### config.mk
export PLATFORM = sky130hd
export DESIGN_NAME = asp_front
export DESIGN_NICKNAME = d
export VERILOG_FILES = /design/src/rtl/asp_pkg.sv /design/src/rtl/asp_front.sv
export SDC_FILE = /design/constraint.sdc
export NUM_CORES = 1
export LEC_CHECK = 0
export ABC_AREA = 0
export BUFFER_PORTS_ARGS = -buffer_cell sky130_fd_sc_hd__buf_2
export CELL_PAD_IN_SITES_DETAIL_PLACEMENT = 1
export CELL_PAD_IN_SITES_GLOBAL_PLACEMENT = 1
export CORE_UTILIZATION = 32
export DETAILED_ROUTE_END_ITERATION = 8
export PLACE_DENSITY = 0.85
export SLEW_MARGIN = 30
export SYNTH_ARGS = -nofsm -noshare
export SYNTH_HDL_FRONTEND = slang
export SYNTH_SLANG_ARGS = --single-unit
### constraint.sdc
create_clock -name clk -period 2.8 [get_ports clk]
set_clock_uncertainty 0.15 [all_clocks]
set_input_delay 0 -clock clk [delete_from_list [all_inputs] [get_ports clk]]
set_output_delay 0 -clock clk [all_outputs]
set_load 0.02 [all_outputs]
### src/rtl/asp_pkg.sv
`timescale 1ns / 1ps
// ----------------------------------------------------------------------------
// asp_pkg
// shared types and constants of the alpha sprite pixel writer
// ----------------------------------------------------------------------------
package asp_pkg;

  localparam int PIX_W       = 32;
  localparam int IDX_W       = 16;
  localparam int CHAN_W      = 8;
  localparam int SUM_W       = 16;
  localparam int QUEUE_DEPTH = 4;
  localparam int QPTR_W      = 2;

  localparam logic [CHAN_W-1:0] ALPHA_MAX = 8'hFF;

  // input action codes
  localparam logic [1:0] ACT_PUT   = 2'd0;
  localparam logic [1:0] ACT_BLEND = 2'd1;
  localparam logic [1:0] ACT_READ  = 2'd2;

  // classified operation carried from front to back
  typedef enum logic [1:0] {
    OP_PUT,
    OP_BLEND,
    OP_READ,
    OP_SKIP
  } op_t;

  typedef struct packed {
    op_t              op;
    logic [IDX_W-1:0] idx;
    logic [PIX_W-1:0] color;
  } item_t;

  typedef enum logic [1:0] {
    BK_CLEAR,
    BK_IDLE,
    BK_MUL,
    BK_WRITE
  } back_state_t;

endpackage

### src/rtl/asp_front.sv
`timescale 1ns / 1ps
// ----------------------------------------------------------------------------
// asp_front
// takes input beats, forms the frame index, clips and classifies the operation
// ----------------------------------------------------------------------------
module asp_front import asp_pkg::*; #(
  parameter int FRAME_WIDTH  = 256,
  parameter int FRAME_HEIGHT = 256
) (
  input  logic                clk,
  input  logic                rst_n,
  input  logic                in_valid,
  output logic                in_stall,
  input  logic [1:0]          in_action,
  input  logic signed [11:0]  in_base_x,
  input  logic signed [11:0]  in_base_y,
  input  logic [7:0]          in_offset_x,
  input  logic [7:0]          in_offset_y,
  input  logic [PIX_W-1:0]    in_pixel_color,
  input  logic                busy,
  input  logic                q_full,
  output logic                q_push,
  output item_t               q_data
);

  localparam int COORD_W = 14;
  localparam int LIN_W   = 22;
  localparam logic signed [COORD_W-1:0] WIDTH_S  = COORD_W'(FRAME_WIDTH);
  localparam logic signed [COORD_W-1:0] HEIGHT_S = COORD_W'(FRAME_HEIGHT);

  logic                      f_valid_r, f_valid_nxt;
  item_t                     f_item_r, f_item_nxt;
  logic signed [COORD_W-1:0] col, row;
  logic                      in_frame;
  logic [LIN_W-1:0]          lin;
  logic                      accept;

  assign in_stall = busy || (f_valid_r && q_full);
  assign accept   = in_valid && !in_stall;
  assign q_push   = f_valid_r && !q_full;
  assign q_data   = f_item_r;

  always_comb begin
    col = {{2{in_base_x[11]}}, in_base_x} + {6'd0, in_offset_x};
    row = {{2{in_base_y[11]}}, in_base_y} + {6'd0, in_offset_y};
    in_frame = !col[COORD_W-1] && (col < WIDTH_S) && !row[COORD_W-1] && (row < HEIGHT_S);
    lin = LIN_W'(row[10:0]) * LIN_W'(FRAME_WIDTH) + LIN_W'(col[10:0]);

    f_item_nxt.idx   = lin[IDX_W-1:0];
    f_item_nxt.color = in_pixel_color;
    case (in_action)
      ACT_PUT:   f_item_nxt.op = OP_PUT;
      ACT_BLEND: f_item_nxt.op = (in_pixel_color[31:24] != '0) ? OP_BLEND : OP_SKIP;
      ACT_READ:  f_item_nxt.op = OP_READ;
      default:   f_item_nxt.op = OP_SKIP;
    endcase
    if (!in_frame) begin
      f_item_nxt.op = OP_SKIP;
    end

    f_valid_nxt = f_valid_r;
    if (accept) begin
      f_valid_nxt = 1'b1;
    end else if (q_push) begin
      f_valid_nxt = 1'b0;
    end
  end

  always_ff @(posedge clk) begin
    if (!rst_n) begin
      f_valid_r <= 1'b0;
    end else begin
      f_valid_r <= f_valid_nxt;
    end
  end

  always_ff @(posedge clk) begin
    if (accept) begin
      f_item_r <= f_item_nxt;
    end
  end

endmodule

# --- Word level (Yosys, flattened, before mapping) ---
# Cells that the tools add are included.
totals:
  reg_bits: 51
  latchBits: 0
  ramBits: 0
  rom_bits: 0
  inputBits: 79
  word_cells: 29
  memories: 0
classes:
  add_sub_neg: 3
  multipliers: 0
  div_mod_pow: 0
  magnitude_cmp: 2
  n_eq_ne: 2
  shifts: 0
  n_mux: 4
  bitwise: 0
  reduce_logical: 14
op_table:
  columns: ["operator", "count"]
  rows:
  - ["adder 12 x 9 -> 13 bit", 2]
  - ["less-than comparator 13 x 10 -> 1 bit, second input constant", 2]
  - ["adder 16 x 11 -> 16 bit", 1]
  - ["nonzero test 8 bit", 1]
  - ["logical AND 1 bit", 6]
  - ["one-hot mux 2 bit (3 select lines)", 1]
  - ["logical NOT 1 bit", 4]
  - ["equality test 2 x 1 -> 1 bit, second input constant", 1]
  - ["equality test 2 bit, second input constant", 1]
  - ["logical NOT 2 bit", 1]
  - ["2-to-1 mux 1 bit", 2]
  - ["2-to-1 mux 2 bit", 1]
  - ["nonzero test 2 bit", 1]
  - ["logical OR 1 bit", 1]

# --- Longest topological paths before layout ---
logic_depth:
  word_depth: 5
  depth_mapped: 14
  depth_no_buf: 14

# --- Worst setup path after synthesis ---
# OpenSTA, ideal clock, no wires.
synth_path:
  path_kind: "input port to flip-flop"
  startpoint: "in in_base_x[0]"
  endpoint: "reg f_item_r, in the netlist q_data[45] (data pin)"
  setup_ns: 0.262
  t_arrival_ns: 2.551
  slack_ns: -0.162
  path_stages: 14
  path_buffers: 0
  path_cell_list: "ha_1 -> inv_1 -> fa_1 -> nor2b_1 -> o211ai_1 -> and3b_1 -> or3_1 -> ha_1 -> inv_1 -> a2111oi_0 -> a311oi_1 -> o41ai_2 -> and2b_1 -> xnor2_1"
synth_rtl:
  columns: ["element", "line", "text"]
  rows:
  - ["from (decl)", "asp_front.sv:15", "input logic signed [11:0] in_base_x,"]
  - ["to (signal assigned)", "asp_front.sv:79", "f_item_r <= f_item_nxt;"]
  - ["to (decl)", "asp_front.sv:32", "item_t f_item_r, f_item_nxt;"]

==> metrics <==
CP Launch Point in_offset_x[0]; CTS Buffer Depth 2; Ports 131; CP Buf/Inv Count 3; Min-Delay Startpoint in_base_x[10]; final core occ 0.525; Synth area leaders edfxtp_1 (55%), ha_1 (8.7%), xnor2_1 (4.2%), a21oi_1 (2.4%), inv_1 (2.1%); Setup CP Type in -> reg; multi-input logic area 1240 um2; met2 wire len 4560 um; initial drt markers 55; Peak VDD IR 214 uV; met3 wire len 393 um; worst hold path class in -> reg; Worst Tran Pin Value 743 ps; Routed WL 8170 um; layout cells sized above 1 0.443; register area share after synthesis 0.560; Vias/cell 4.81; worst flop-to-flop path startpoint f_valid_r; Reg clk slew, reported paths 90 ps; first-pass GRT wire length 12200 um; top cell type by total area after synthesis edfxtp_1; met1 WL 3020 um; CTS root buf clkbuf_8; Worst Setup End Kind flip-flop; Post-Place Worst Slack -292 ps; final count of hold timing violations 0; area share of the largest cell type after synthesis 0.552; crit path max fanout 4; Crit Reg-Reg Endpoint f_valid_r; gate count after technology mapping 212; Async SR Flop Fraction 0; Pleak 1.89 nW; crit path to q_data[47]; DR DRC count 0; fin worst setup slack 20.7 ps; slowest CP cell or3_4; Detail Placement HPWL 5980 um; P_sw 0.580 mW; Largest stage delay, worst path 400 ps; Pwr Density 458 nW/um2; Syn-to-layout area delta 58.6%; maxcap violations 0; Synth warnings 0; Avg Cell Area, Syn 12.8 um2; CTS Buf Count 5; Pre-antenna DRT Iters 4; number of cells on the critical path 15; H-tree Lvls 2; initial antenna violation count 1; RSZ-0062 raised after global routing yes; Flop pwr share 0.466; core area 8220 um2; vias in the first global route 2605; Final Non-Filler Cells 521; Cell Area, Synth 2720 um2; register area 1520 um2; largest net degree at the start of global routing 31; DIE WIDTH 94.2 um; DR top layer met4; TritonCTS clock tree yes; sw frac 0.294; initial core utilization 0.331; routability cong. 0.835; grt total ovfl 0; Netlist cell types 48; FF+latch count, synth 51; Tot Pwr 1.97 mW; logic depth of the worst register-to-register path 5; power share of the combinational group 0.321; Port Buffers 130; Post-synth EDFFs 50; number of fillers in the final layout 894; Final ANT Viol Nets 0; most frequent cells in the layout buf_2 (128), edfxtp_1 (50), dlygate4sd3_1 (41); Crit path required time 2700 ps; Slew headroom 0.498; FMAX 0.360 GHz; DP Cell Count 468; Top FF cell, synth edfxtp_1; post-route minimum period 2780 ps; Rows 33; CP cell instances buf_8, ha_4, inv_2, fa_2, nor2b_2, o211ai_1, and3b_1, or3_4, ha_4, inv_2, a2111oi_4, a311oi_2, o41ai_2, nand3_1, xnor2_1; CTS sink count 51; nets@finish 514; via count 2506; crit-path leading delay family simple AND/OR/NAND/NOR gates; Avg WL per Cell 15.7 um; commonest non-fill, non-tap cell in the layout buf_2; Tcrit/Tclk final 0.993; die area 8870 um2; chip height 94.2 um; Worst setup SP type input pin; gr usage total 0.181; Skew-Pair Late Insertion Delay 300 ps; # setup viols final 0; Arr. time, crit path 2680 ps; FF-to-FF setup slack 720 ps; worst hold slack 56.4 ps; clock network power share 0.213; Int Power 1.39 mW; synthesized net count 312; outcome completed; Max Slew Vio Count 0
-- timing repair --
action	4_1_cts	5_1_grt
gates resized for setup	0	19
hold buffers	41	0
endpoints found under the setup margin	0	7
endpoints found under the hold margin	37	0
buffers inserted	0	3
-- final cells by class --
type,instances,area share
repair buffers,195,0.295
clock inverters,3,0.00435
clock buffers,5,0.0160
multi-input cells,146,0.288
well taps,105,0.0305
diodes,1,0.000581
flip-flops and latches,51,0.353
inverters,15,0.0131
-- worst register-to-register path, delay by kind of cell (launching register included) --
family                 cells  cell delay, ps
buffers and inverters      1             550
DFF                        1             340
and+or+nand+nor            2             670
AOI/OAI and AO/OA          2             320
-- cell usage after synthesis (all sizes together), types with 2 or more instances --
library cell  number
a211o              2
a211oi             4
a21boi             2
a21o               4
a21oi             13
a31oi              2
and2               2
edfxtp            50
fa                 2
ha                19
inv               15
nand2              7
nand3              3
nand3b             2
nor2              12
nor2b              6
nor3               4
nor4               2
o211ai             2
o21a               5
o21ai             10
o21bai             2
o41ai              3
or4                3
xnor2             13
xor2               4
-- logic make-up after synthesis --
kind of cell    synth area share
simple gates              0.0999
flops                      0.560
xor+xnor                  0.0631
buf+inv                   0.0207
compound gates             0.151
fa+ha+maj                  0.102
mux                      0.00368
-- power groups by stage --
stage	registers (mW)	clock network, mW	logic [mW]
floorplan	0.995	0	0.271
global placement	0.935	0	0.531
detailed placement	0.938	0	0.552
CTS	0.921	0.430	0.602
global route	0.925	0.463	0.694
finish	0.920	0.421	0.633
-- metrics by stage --
stage | TNS (ps) | instance area [um2]
after floorplan | 0 | 2760
after global placement | -829 | 3710
after detailed placement | -1190 | 3710
after CTS | 0 | 4210
after global routing | -226 | 4310
final | 0 | 4310
-- worst min-delay path by stage --
stage,cells past startpoint,endpoint
after floorplan,1,q_push
after global placement,1,q_data[19]
after detailed placement,1,q_data[4]
after CTS,3,q_data[49]
after global routing,3,q_data[49]
final,3,q_data[49]
-- layer usage --
metal,GRT usage,vias to the layer above
met1,0.177,1185
met3,0.0307,16
met4,0.0744,0
met2,0.364,93
met5,0,-
li1,-,1212
-- sequential cells by signal, summed over array words and instances (netlist names) --
register	cells
q_data	50
f_valid_r	1
Power figures use the tool's default switching activity.
