<file path="config.mk">
export PLATFORM = sky130hd
export DESIGN_NAME = asp_queue
export DESIGN_NICKNAME = d
export VERILOG_FILES = /design/src/rtl/asp_pkg.sv /design/src/rtl/asp_queue.sv
export SDC_FILE = /design/constraint.sdc
export NUM_CORES = 1
export LEC_CHECK = 0
export ABC_AREA = 1
export CAP_MARGIN = 30
export CORE_ASPECT_RATIO = 0.9
export CORE_MARGIN = 4
export CORE_UTILIZATION = 25
export CTS_CLUSTER_DIAMETER = 150
export DETAILED_ROUTE_END_ITERATION = 6
export DONT_BUFFER_PORTS = 1
export PLACE_DENSITY_LB_ADDON = 0.25
export SYNTH_ARGS = -nofsm -noshare
export SYNTH_HDL_FRONTEND = slang
export SYNTH_SLANG_ARGS = --single-unit
</file>
<file path="constraint.sdc">
create_clock -name clk -period 2.5 [get_ports clk]
set_input_delay 0.75 -clock clk [delete_from_list [all_inputs] [get_ports clk]]
set_output_delay 0.75 -clock clk [all_outputs]
set_load 0.03 [all_outputs]
</file>
<file path="src/rtl/asp_pkg.sv">
`timescale 1ns / 1ps
// ----------------------------------------------------------------------------
// asp_pkg
// shared types and constants of the alpha sprite pixel writer
// ----------------------------------------------------------------------------
package asp_pkg;

  localparam int PIX_W       = 32;
  localparam int IDX_W       = 16;
  localparam int CHAN_W      = 8;
  localparam int SUM_W       = 16;
  localparam int QUEUE_DEPTH = 4;
  localparam int QPTR_W      = 2;

  localparam logic [CHAN_W-1:0] ALPHA_MAX = 8'hFF;

  // input action codes
  localparam logic [1:0] ACT_PUT   = 2'd0;
  localparam logic [1:0] ACT_BLEND = 2'd1;
  localparam logic [1:0] ACT_READ  = 2'd2;

  // classified operation carried from front to back
  typedef enum logic [1:0] {
    OP_PUT,
    OP_BLEND,
    OP_READ,
    OP_SKIP
  } op_t;

  typedef struct packed {
    op_t              op;
    logic [IDX_W-1:0] idx;
    logic [PIX_W-1:0] color;
  } item_t;

  typedef enum logic [1:0] {
    BK_CLEAR,
    BK_IDLE,
    BK_MUL,
    BK_WRITE
  } back_state_t;

endpackage

</file>
<file path="src/rtl/asp_queue.sv">
`timescale 1ns / 1ps
// ----------------------------------------------------------------------------
// asp_queue
// short first-in first-out queue between front and back
// ----------------------------------------------------------------------------
module asp_queue import asp_pkg::*; (
  input  logic  clk,
  input  logic  rst_n,
  input  logic  push,
  input  item_t push_data,
  input  logic  pop,
  output item_t head,
  output logic  full,
  output logic  empty
);

  item_t             slots_r [QUEUE_DEPTH];
  logic [QPTR_W-1:0] wr_ptr_r, wr_ptr_nxt;
  logic [QPTR_W-1:0] rd_ptr_r, rd_ptr_nxt;
  logic [QPTR_W:0]   count_r, count_nxt;

  assign full  = (count_r == (QPTR_W+1)'(QUEUE_DEPTH));
  assign empty = (count_r == '0);
  assign head  = slots_r[rd_ptr_r];

  always_comb begin
    wr_ptr_nxt = push ? wr_ptr_r + 1'b1 : wr_ptr_r;
    rd_ptr_nxt = pop ? rd_ptr_r + 1'b1 : rd_ptr_r;
    count_nxt  = count_r;
    if (push && !pop) begin
      count_nxt = count_r + 1'b1;
    end else if (pop && !push) begin
      count_nxt = count_r - 1'b1;
    end
  end

  always_ff @(posedge clk) begin
    if (!rst_n) begin
      wr_ptr_r <= '0;
      rd_ptr_r <= '0;
      count_r  <= '0;
    end else begin
      wr_ptr_r <= wr_ptr_nxt;
      rd_ptr_r <= rd_ptr_nxt;
      count_r  <= count_nxt;
    end
  end

  always_ff @(posedge clk) begin
    if (push) begin
      slots_r[wr_ptr_r] <= push_data;
    end
  end

endmodule

</file>
Word-level counts from Yosys, hierarchy flattened. Memory sizes are Yosys's and may differ from the RTL's. A register that Yosys moved wholly into a read port is not among the register bits. Index checks and enable logic that the tools add are counted.

Register bits: 7. Latch bits: 0. Memory bits (writable): 200. Memory bits (read-only): 0. Bits of input ports: 54. Output and inout bits: 52. Memories kept: 1.

Memory list: slots_r (depth 4, bits a word 50, rd ports 1, clocked after memory_dff 1, wr ports 1, RTL line asp_queue.sv:17) `item_t slots_r [QUEUE_DEPTH];`.

Add/subtract/negate cells: 4. Multiply operators: 0. Div/mod/pow operators: 0. $lt $le $gt $ge: 0. Equality and inequality tests: 1. Shift operators: 0. Muxes and demuxes: 6. Bitwise logic cells: 0. Reduce and logical (&&, ||, !) cells: 6.

Operators with widths (count): $mux W3 (2); $add A2 B1 Y2 const B (2); $mux W2 (2); $add A3 B1 Y3 const B (1); $eq A3 B3 Y1 const B (1); $logic_not A3 Y1 (1); $sub A3 B1 Y3 const B (1); $logic_and A1 B1 Y1 (2); $logic_not A1 Y1 (2); $mux W1 (2); $reduce_bool A2 Y1 (1).

Longest topological paths before layout. Gate-level depths: netlist (run 1).

Depth in word-level cells: 4. Depth in mapped cells: 10. Mapped depth without buffers: 10.

Worst setup path before layout (run 1). OpenSTA, ideal clock, no wires.

Kind: input-to-reg. Start: in push. End: mem slots_r[2][0] (netlist bit) (enable). Library setup time: 404 ps. Arrival time: 1761 ps. Data required time: 2096 ps. Path slack: 334 ps. Stages on the path: 2. Path buffers: 0. Path through: nand2_1 inv_1.

Word-level cells in the longest chain between the ends: 2.

RTL lines: from (decl) (RTL line asp_queue.sv:9) `input logic push,`; $mux W1 (RTL line asp_queue.sv:50) `if (push) begin`; $mux W1 (not written as such) (RTL line asp_queue.sv:51) `slots_r[wr_ptr_r] <= push_data;`; to (decl) (RTL line asp_queue.sv:17).

No other way between the ends.

==> results of run 1 <==
metal layers:
metal	vias up	GRT usage (%)	wire [um]	part of all wire, %
li1	2218	-	-	-
met1	2469	16.1	10000	45
met2	141	20.2	10400	46
met3	31	2.70	1440	6.4
met4	0	3.40	553	2.5
met5	-	0	0	0
sequential cells by signal, summed over array words and instances, names as in the netlist, named ones only:
register and count:
wr_ptr_r 2, slots_r 200, rd_ptr_r 2, count_r 3
power by group through the flow:
stage          clock network, mW  logic [mW]  registers, mW
3_5_place_dp                   0       0.953           4.12
4_1_cts                     3.08        1.16           4.05
5_1_grt                     3.23        1.29           4.06
3_3_place_gp                   0       0.937           4.11
6_report                    2.97        1.21           4.05
2_1_floorplan                  0       0.633           4.11
layout make-up:
type	instances	area, um2
fillers	3016	20900
clock buffers	26	587
inverters	17	80.1
repair buffers	94	1260
repair inverters	4	47.5
well taps	409	512
flip-flops and latches	209	6190
multi-input cells	284	1570
clock inverters	14	77.6
cells by family after synthesis:
kind of cell,share of synthesized area [%]
fa+ha+maj,1.03
simple gates,5.65
compound gates,10.8
flops,77.4
buf+inv,5.10
cell usage in the layout (no fill, tap or decap), types with 2 or more instances in the layout:
| master | n |
|---|---|
| sky130_fd_sc_hd__a21oi_1 | 4 |
| sky130_fd_sc_hd__ha_1 | 5 |
| sky130_fd_sc_hd__clkinv_1 | 3 |
| sky130_fd_sc_hd__inv_2 | 5 |
| sky130_fd_sc_hd__clkinv_2 | 7 |
| sky130_fd_sc_hd__nand2_1 | 9 |
| sky130_fd_sc_hd__o22ai_2 | 10 |
| sky130_fd_sc_hd__o21ai_0 | 16 |
| sky130_fd_sc_hd__nor2_2 | 6 |
| sky130_fd_sc_hd__edfxtp_1 | 200 |
| sky130_fd_sc_hd__buf_16 | 8 |
| sky130_fd_sc_hd__clkbuf_1 | 3 |
| sky130_fd_sc_hd__inv_8 | 2 |
| sky130_fd_sc_hd__dfxtp_1 | 7 |
| sky130_fd_sc_hd__o21ai_2 | 22 |
| sky130_fd_sc_hd__o21ai_1 | 67 |
| sky130_fd_sc_hd__clkbuf_16 | 29 |
| sky130_fd_sc_hd__buf_6 | 12 |
| sky130_fd_sc_hd__dfxtp_4 | 2 |
| sky130_fd_sc_hd__inv_1 | 11 |
| sky130_fd_sc_hd__clkinvlp_4 | 3 |
| sky130_fd_sc_hd__nor2_1 | 99 |
| sky130_fd_sc_hd__buf_4 | 48 |
| sky130_fd_sc_hd__buf_12 | 18 |
| sky130_fd_sc_hd__o22ai_1 | 40 |
| sky130_fd_sc_hd__buf_8 | 2 |
| sky130_fd_sc_hd__nor3_1 | 2 |
metrics by stage:
stage               setup WS, ns  hold slack [ns]  cell area [um2]  instances
floorplan                  0.334            0.412             7990        541
global placement           0.363            0.424             8850        990
CTS                      -0.0229            0.307            10000       1052
detailed placement         0.348            0.420             8850        990
finish                   0.00687            0.343            10300       1057
global route             -0.0714            0.304            10300       1057
how the worst max path moves through the flow:
| stage | start | end | slack [ns] |
|---|---|---|---|
| 2_1_floorplan | push | slots_r[2][0] | 0.33 |
| 3_3_place_gp | flip-flop | head[4] | 0.36 |
| 3_5_place_dp | flip-flop | head[18] | 0.35 |
| 4_1_cts | flip-flop | head[27] | -0.02 |
| 5_1_grt | flip-flop | head[39] | -0.07 |
| 6_report | flip-flop | head[6] | 0.007 |
synth_stat cells:
| library cell | count |
|---|---|
| sky130_fd_sc_hd__nand4_1 | 1 |
| sky130_fd_sc_hd__nand2_1 | 9 |
| sky130_fd_sc_hd__buf_12 | 5 |
| sky130_fd_sc_hd__buf_2 | 10 |
| sky130_fd_sc_hd__nand3_1 | 1 |
| sky130_fd_sc_hd__a21oi_1 | 4 |
| sky130_fd_sc_hd__nor2_1 | 104 |
| sky130_fd_sc_hd__edfxtp_1 | 200 |
| sky130_fd_sc_hd__fa_1 | 1 |
| sky130_fd_sc_hd__buf_8 | 5 |
| sky130_fd_sc_hd__buf_4 | 5 |
| sky130_fd_sc_hd__o21ai_0 | 46 |
| sky130_fd_sc_hd__inv_1 | 16 |
| sky130_fd_sc_hd__dfxtp_1 | 9 |
| sky130_fd_sc_hd__dlymetal6s2s_1 | 1 |
| sky130_fd_sc_hd__buf_6 | 5 |
| sky130_fd_sc_hd__inv_12 | 1 |
| sky130_fd_sc_hd__nor2_2 | 1 |
| sky130_fd_sc_hd__o21ai_1 | 60 |
| sky130_fd_sc_hd__o22ai_1 | 50 |
| sky130_fd_sc_hd__nor3_1 | 2 |
| sky130_fd_sc_hd__ha_1 | 5 |
worst reg2reg max path, delay by kind of cell (launching register included):
| kind | cells | cell delay, ns |
|---|---|---|
| flops | 1 | 0.32 |
| simple gates | 1 | 0.06 |
| fa+ha+maj | 1 | 0.16 |
| buf+inv | 3 | 0.72 |
repair_timing:
action	4_1_cts	5_1_grt
gates resized for setup	59	51
gates cloned	11	6
pin swaps	6	32
hold buffers	0	0
setup buffers	11	0
endpoints found under the setup margin	47	50
==> results.sh, run 1 <==
export IMPL_synth_seq_area_share_pct=77.4
export IMPL_cts_sinks=209
export IMPL_worst_setup_hold_path_clk_slew_ns=0.06
export IMPL_p_leak_nw=3.52
export IMPL_r2r_end="slots_r[0][35]"
export IMPL_maxClockFrequency_mhz=401
export IMPL_design_die_area_um2=34900
export IMPL_total_grt_usage_pct=12.1
export IMPL_worst_r2r_cell_count=5
export IMPL_grt_setup_unrepaired="yes"
export IMPL_layout_drive_gt1_share_pct=27.6
export IMPL_route_detailed_wl_per_inst_um=21.2
export IMPL_synth_warnings=0
export IMPL_grt_antenna_before_repair=0
export IMPL_first_global_vias=5118
export IMPL_cts_root_buf="sky130_fd_sc_hd__clkbuf_16"
export IMPL_drt_vias_per_instance=4.60
export IMPL_worstReg2RegStart="wr_ptr_r[0]"
export IMPL_cp_num_cells=6
export IMPL_power_switching_fraction_pct=25.2
export IMPL_worst_slew_pin_transition_ns=0.482
export IMPL_initial_core_util_pct=25.6
export IMPL_synthesis_nets=601
export IMPL_outcome="finished clean"
export IMPL_total_switching_power_mw=2.08
export IMPL_clock_path_buffers=3
export IMPL_power_share_clock_pct=36.1
export IMPL_die_w_um=196
export IMPL_worstSetupPathType="reg -> out"
export IMPL_worst_r2r_setup_slack_ns=0.92
export IMPL_cp_end_kind="output port"
export IMPL_worst_hold_path_endpoint="slots_r[0][38]"
export IMPL_routabilityCongestion=0.726
export IMPL_pwr_share_seq_pct=49.2
export IMPL_firstDrtPassIters=4
export IMPL_worst_endpoint_arrival_ns=1.74
export IMPL_finalHoldViolations=0
export IMPL_critical_path_max_stage_delay_ns=0.36
export IMPL_num_rows=61
export IMPL_final_critical_path_time_including_i_o_delays_and_setup_ns=2.49
export IMPL_setup_violations_final=0
export IMPL_worst_hold_path_type="in -> reg"
export IMPL_nNetsFinal=693
export IMPL_design_core_area_um2=31200
export IMPL_crit_buf_inv=4
export IMPL_hold_path_origin="push_data[38]"
export IMPL_min_period_over_period_pct=99.7
export IMPL_worst_slew_margin_rel_pct=67.8
export IMPL_drtAntennaViolNets=0
export IMPL_die_height_um=178
export IMPL_global_route_wire_length_before_repair_mm=32.0
export IMPL_num_io_pins=106
export IMPL_remaining_design_rule_violation_count=0
export IMPL_finClkSkew_ns=0.00480
export IMPL_later_pin_clock_latency_in_the_skew_report_ns=0.50
export IMPL_postSynthRegisterBits=209
export IMPL_combPwrFrac_pct=14.7
export IMPL_io_buffers=0
export IMPL_timing_max_cap_violations=0
export IMPL_htree_num_levels=1
export IMPL_hpwl_mm=11.4
export IMPL_syn_area_per_cell_um2=14.8
export IMPL_holdPathStages=0
export IMPL_clock_buffers_created_by_tritoncts=23
export IMPL_p_int_mw=6.15
export IMPL_syn_to_final_growth_pct=29.1
export IMPL_vias=4859
export IMPL_pin_count_of_the_biggest_net_entering_global_routing=31
export IMPL_final_util_pct=33.1
export IMPL_syn_cell_area_um2=7990
export IMPL_synth_cell_types=22
export IMPL_crit_chain="buf_12 -> inv_16 -> buf_6 -> o21ai_1 -> o22ai_1 -> buf_4"
export IMPL_netlist_top_cells_area="sky130_fd_sc_hd__edfxtp_1 (75%), sky130_fd_sc_hd__nor2_1 (4.9%), sky130_fd_sc_hd__o22ai_1 (3.9%)"
export IMPL_clock_tree_from_tritoncts="built"
export IMPL_count_of_final_max_slew_check_failures=0
export IMPL_cpMaxStageDelayCell="sky130_fd_sc_hd__dfxtp_4"
export IMPL_synth_cells=541
export IMPL_power_per_cell_area_nw_per_um2=797
export IMPL_synth_top_cell_area_share_pct=75.2
export IMPL_path_max_fanout=10
export IMPL_post_layout_total_power_mw=8.22
export IMPL_cp_data_required_time_ns=1.75
export IMPL_detail_route_iter0_violations=279
export IMPL_worst_path_dominant_cell_family="buffers and inverters"
export IMPL_synth_top_area_cell="sky130_fd_sc_hd__edfxtp_1"
export IMPL_grt_overflow_total=0
export IMPL_crit_path_start_kind="flip-flop"
export IMPL_finalSetupTns_ns=0
export IMPL_vdd_ir_drop_worst_v=0.000594
export IMPL_detailed_route_wire_length_mm=22.4
export IMPL_num_antenna_cells=0
Note: power is estimated with default switching activity, not from simulation.
==> inputs of run 2 (changes only) <==
PLACE_DENSITY_LB_ADDON = 0.2   (was 0.25)
==> results.sh, run 2 (synthesized netlist as in run 1, its figures left out) <==
export IMPL_drtAntennaViolNets=0
export IMPL_cts_root_buf="sky130_fd_sc_hd__clkbuf_16"
export IMPL_clock_tree_from_tritoncts="built"
export IMPL_initial_core_util_pct=25.6
export IMPL_grt_antenna_before_repair=0
export IMPL_crit_buf_inv=4
export IMPL_final_cell_mix="sky130_fd_sc_hd__edfxtp_1 (200), sky130_fd_sc_hd__nor2_1 (103), sky130_fd_sc_hd__o21ai_1 (59)"
export IMPL_placedInstanceArea_um2=8780
export IMPL_worstSetupPathType="reg -> out"
export IMPL_fin_worst_hold_slack_ns=0.325
export IMPL_cp_end_kind="output port"
export IMPL_num_antenna_cells=0
export IMPL_grt_overflow_total=0
export IMPL_firstDrtPassIters=4
export IMPL_cts_sinks=209
export IMPL_clock_buffers_created_by_tritoncts=24
export IMPL_holdBufCountCts=0
export IMPL_remaining_design_rule_violation_count=0
export IMPL_num_rows=61
export IMPL_detailed_route_wire_length_mm=23.1
export IMPL_num_io_pins=106
export IMPL_worst_slew_margin_rel_pct=64.1
export IMPL_final_critical_path_time_including_i_o_delays_and_setup_ns=2.49
export IMPL_p_leak_nw=3.54
export IMPL_total_grt_usage_pct=12.5
export IMPL_power_per_cell_area_nw_per_um2=837
export IMPL_outcome="finished clean"
export IMPL_clock_path_buffers=3
export IMPL_syn_to_final_growth_pct=29.1
export IMPL_hpwl_mm=11.2
export IMPL_nNetsFinal=692
export IMPL_route_detailed_wl_per_inst_um=21.8
export IMPL_layout_drive_gt1_share_pct=25.9
export IMPL_combPwrFrac_pct=13.7
export IMPL_path_max_fanout=10
export IMPL_worst_hold_path_type="in -> reg"
export IMPL_number_of_flip_flops_under_the_largest_register_name=200
export IMPL_design_core_area_um2=31200
export IMPL_total_switching_power_mw=2.16
export IMPL_vdd_ir_drop_worst_v=0.000510
export IMPL_worst_r2r_cell_count=4
export IMPL_cp_num_cells=6
export IMPL_final_cell_count_no_fill=1058
export IMPL_cp_data_required_time_ns=1.75
export IMPL_largest_register="slots_r"
export IMPL_final_util_pct=33.0
export IMPL_power_switching_fraction_pct=25.1
export IMPL_drt_vias_per_instance=4.58
export IMPL_die_height_um=178
export IMPL_setup_violations_final=0
export IMPL_routabilityCongestion=0.687
export IMPL_grt_setup_unrepaired="yes"
export IMPL_count_of_final_max_slew_check_failures=0
export IMPL_worst_setup_hold_path_clk_slew_ns=0.06
export IMPL_finalHoldViolations=0
export IMPL_later_pin_clock_latency_in_the_skew_report_ns=0.51
export IMPL_power_share_clock_pct=39.4
export IMPL_global_route_wire_length_before_repair_mm=32.6
export IMPL_finClkSkew_ns=0.0131
export IMPL_worst_path_dominant_cell_family="buffers and inverters"
export IMPL_htree_num_levels=1
export IMPL_holdPathStages=0
export IMPL_dpl_cell_count=989
export IMPL_die_w_um=196
export IMPL_hold_path_origin="push_data[47]"
export IMPL_detail_route_iter0_violations=219
export IMPL_design_die_area_um2=34900
export IMPL_timing_max_cap_violations=0
export IMPL_io_buffers=0
export IMPL_crit_chain="buf_12 -> inv_16 -> clkbuf_16 -> nor2_1 -> o22ai_2 -> buf_6"
export IMPL_maxClockFrequency_mhz=401
export IMPL_fin_area_um2=10300
export IMPL_pin_count_of_the_biggest_net_entering_global_routing=28
export IMPL_vias=4841
export IMPL_critical_path_max_stage_delay_ns=0.37
export IMPL_pwr_share_seq_pct=46.9
export IMPL_crit_path_start_kind="flip-flop"
export IMPL_layout_commonest_cell="sky130_fd_sc_hd__edfxtp_1"
export IMPL_worst_slew_pin_transition_ns=0.537
export IMPL_p_int_mw=6.47
export IMPL_largestRegisters="slots_r (200), count_r (3)"
export IMPL_cpMaxStageDelayCell="sky130_fd_sc_hd__dfxtp_4"
export IMPL_worstReg2RegStart="wr_ptr_r[0]"
export IMPL_first_global_vias=5088
export IMPL_min_period_over_period_pct=99.6
export IMPL_worst_endpoint_arrival_ns=1.74
[run 2: worst paths after layout]
check,to,slack [ns]
worst max register to register,slots_r[3][41],0.89
worst min register to register,flip-flop,0.43
worst min-delay path,slots_r[2][47],0.33
worst max-delay path,head[45],0.009
[run 2: worst register-to-register path: cells and delay by family, from the launching register on]
kind / cells / cell delay, ns
fa+ha+maj: 1 / 0.16
buf+inv: 2 / 0.72
flops: 1 / 0.37
simple gates: 1 / 0.06
[run 2: final cells by class]
class                           instances  area (um2)
Timing Repair inverter                  3        47.5
Sequential cell                       209        6190
Timing Repair Buffer                   93        1160
Clock inverter                         14         126
Inverter                               17        87.6
Clock buffer                           29         641
Fill cell                            3015       20900
Multi-Input combinational cell        284        1550
Tap cell                              409         512
[run 2: layer usage]
metal	share of wire (%)	track usage, %	vias to the layer above
met2	45	20.3	105
met5	0	0	-
met3	6.1	3.45	31
li1	-	-	2228
met4	2.3	3.14	0
met1	47	16.6	2477
[run 2: through the flow]
step / TNS (ns) / power (mW) / worst slack (ns)
floorplan: 0 / 4.74 / 0.334
global placement: 0 / 5.04 / 0.373
detailed placement: 0 / 5.06 / 0.335
CTS: -0.160 / 8.69 / -0.0213
global route: -1.39 / 8.99 / -0.0651
finish: 0 / 8.64 / 0.00900
[run 2: power by group through the flow]
stage	registers, mW	clock network [mW]	logic, mW
3_5_place_dp	4.12	0	0.938
4_1_cts	4.04	3.52	1.13
2_1_floorplan	4.11	0	0.633
3_3_place_gp	4.11	0	0.923
6_report	4.05	3.41	1.19
5_1_grt	4.06	3.65	1.28
[run 2: what timing repair did]
action | in CTS | in global routing
buffers inserted | 12 | 0
pin swaps | 8 | 22
endpoints found under the hold margin | 0 | 0
cloned | 10 | 6
gates resized for setup | 40 | 54
endpoints found under the setup margin | 49 | 46
==> inputs of run 3 (changes only) <==
==> constraint.sdc (replaced) <==
create_clock -name clk -period 2.5 [get_ports clk]
set_input_delay 0.5 -clock clk [delete_from_list [all_inputs] [get_ports clk]]
set_output_delay 0.5 -clock clk [all_outputs]
set_load 0.03 [all_outputs]
==> results.sh, run 3 (synthesized netlist as in run 1, its figures left out) <==
export IMPL_outcome="finished clean"
export IMPL_drt_vias_per_instance=4.46
export IMPL_remaining_design_rule_violation_count=0
export IMPL_clock_buffers_created_by_tritoncts=24
export IMPL_busiest_metal_layer_after_global_routing="met2"
export IMPL_fillCellCount=3098
export IMPL_num_antenna_cells=0
export IMPL_nNetsFinal=665
export IMPL_worst_endpoint_arrival_ns=1.87
export IMPL_number_of_flip_flops_under_the_largest_register_name=200
export IMPL_clock_tree_from_tritoncts="built"
export IMPL_die_w_um=196
export IMPL_largest_register="slots_r"
export IMPL_min_period_over_period_pct=94.8
export IMPL_firstDrtPassIters=4
export IMPL_htree_num_levels=1
export IMPL_final_cell_count_no_fill=1031
export IMPL_worst_r2r_setup_slack_ns=0.80
export IMPL_num_io_pins=106
export IMPL_vdd_ir_drop_worst_v=0.000501
export IMPL_initial_core_util_pct=25.6
export IMPL_global_route_met3_utilization_pct=3.64
export IMPL_power_per_cell_area_nw_per_um2=871
export IMPL_maxClockFrequency_mhz=422
export IMPL_timing_max_cap_violations=0
export IMPL_later_pin_clock_latency_in_the_skew_report_ns=0.51
export IMPL_total_grt_usage_pct=10.7
export IMPL_finalSetupTns_ns=0
export IMPL_regArea_um2=6190
export IMPL_syn_to_final_growth_pct=19.9
export IMPL_detail_route_iter0_violations=185
export IMPL_cts_root_buf="sky130_fd_sc_hd__clkbuf_16"
export IMPL_crit_path_start_kind="flip-flop"
export IMPL_route_detailed_wl_per_inst_um=19.0
export IMPL_routabilityCongestion=0.705
export IMPL_pin_count_of_the_biggest_net_entering_global_routing=101
export IMPL_worst_setup_hold_path_clk_slew_ns=0.06
export IMPL_die_height_um=178
export IMPL_grt_overflow_total=0
export IMPL_grt_antenna_before_repair=0
export IMPL_cpMaxStageDelayCell="sky130_fd_sc_hd__dfxtp_4"
export IMPL_worst_slew_pin_transition_ns=0.550
export IMPL_finalHoldViolations=0
export IMPL_count_of_final_max_slew_check_failures=0
export IMPL_num_rows=61
export IMPL_global_route_wire_length_before_repair_mm=28.8
export IMPL_design_core_area_um2=31200
export IMPL_layout_drive_gt1_share_pct=17.4
export IMPL_design_die_area_um2=34900
export IMPL_setup_violations_final=0
export IMPL_first_global_vias=4834
export IMPL_multi_input_area_um2=1400
export IMPL_grt_setup_unrepaired="no"
export IMPL_largestRegisters="slots_r (200), count_r (3)"
export IMPL_io_buffers=0
export IMPL_crit_chain="buf_16 -> o21ai_0 -> o22ai_1 -> buf_4"
export IMPL_cts_sinks=209
export IMPL_final_cell_mix="sky130_fd_sc_hd__edfxtp_1 (200), sky130_fd_sc_hd__nor2_1 (104), sky130_fd_sc_hd__o21ai_1 (60)"
export IMPL_final_critical_path_time_including_i_o_delays_and_setup_ns=2.37
export IMPL_path_max_fanout=33
export IMPL_detailed_route_wire_length_mm=19.6
export IMPL_cp_data_required_time_ns=2.00
export IMPL_worstSetupPathType="reg -> out"
export IMPL_cp_end_kind="output port"
export IMPL_p_leak_nw=3.23
export IMPL_clock_path_buffers=3
export IMPL_grt_met2_usage_pct=18.0
export IMPL_hpwl_mm=11.2
export IMPL_finClkSkew_ns=0.0110
export IMPL_layout_commonest_cell="sky130_fd_sc_hd__edfxtp_1"
export IMPL_vias=4597
export IMPL_drtAntennaViolNets=0
export IMPL_worst_slew_margin_rel_pct=63.3
export IMPL_dpl_cell_count=986
export IMPL_critical_path_max_stage_delay_ns=0.52
export IMPL_grtUsageMet1_pct=13.3
export IMPL_worst_hold_path_type="in -> reg"
-- run 3: repair_timing --
action,CTS,global route
hold buffers,0,0
gates cloned,0,1
setup buffers,0,1
resized for setup,2,5
endpoints found under the setup margin,41,25
-- run 3: layout make-up --
class / instances / area share [%]
flip-flops and latches: 209 / 64.6
multi-input cells: 284 / 14.6
clock buffers: 35 / 7.02
repair buffers: 69 / 6.70
well taps: 409 / 5.34
clock inverters: 8 / 0.914
inverters: 17 / 0.849
-- run 3: worst paths after layout --
path                         end           from  cells past startpoint
hold reg to reg        flip-flop    rd_ptr_r[1]                      1
setup / recovery         head[9]      flip-flop                      4
setup reg to reg  slots_r[2][31]    wr_ptr_r[0]                      5
hold / removal    slots_r[0][47]  push_data[47]                      0
-- run 3: worst max-delay path, delay by kind of cell, from the launching register on --
family	cells	cell delay, ns
flip-flops	1	0.52
buffers and inverters	2	0.46
AO/OA/AOI/OAI	2	0.37
-- run 3: layer usage --
layer  vias to the layer above  wire [um]
li1                       2161          -
met1                      2314       8550
met2                        95       9340
met3                        27       1280
met4                         0        410
met5                         -          0
-- run 3: power breakdown --
group / internal [mW] / leakage, nW / total (mW) / switching, mW
clock network: 2.06 / 0.364 / 3.37 / 1.31
logic: 0.301 / 0.949 / 0.937 / 0.636
registers: 4.00 / 1.91 / 4.05 / 0.0478
total: 6.36 / 3.23 / 8.35 / 1.99
-- run 3: per-stage QoR --
stage | cell area, um2 | total power [mW] | hold WS, ns | utilization (%) | setup slack, ns
final | 9580 | 8.35 | 0.0803 | 30.7 | 0.130
after global routing | 9580 | 8.70 | 0.0537 | 30.7 | 0.00226
after CTS | 9540 | 8.48 | 0.0550 | 30.6 | 0.000710
after detailed placement | 8770 | 5.06 | 0.436 | 28.1 | 0.453
after global placement | 8770 | 5.04 | 0.443 | 28.1 | 0.465
after floorplan | 7990 | 4.74 | 0.412 | - | 0.530
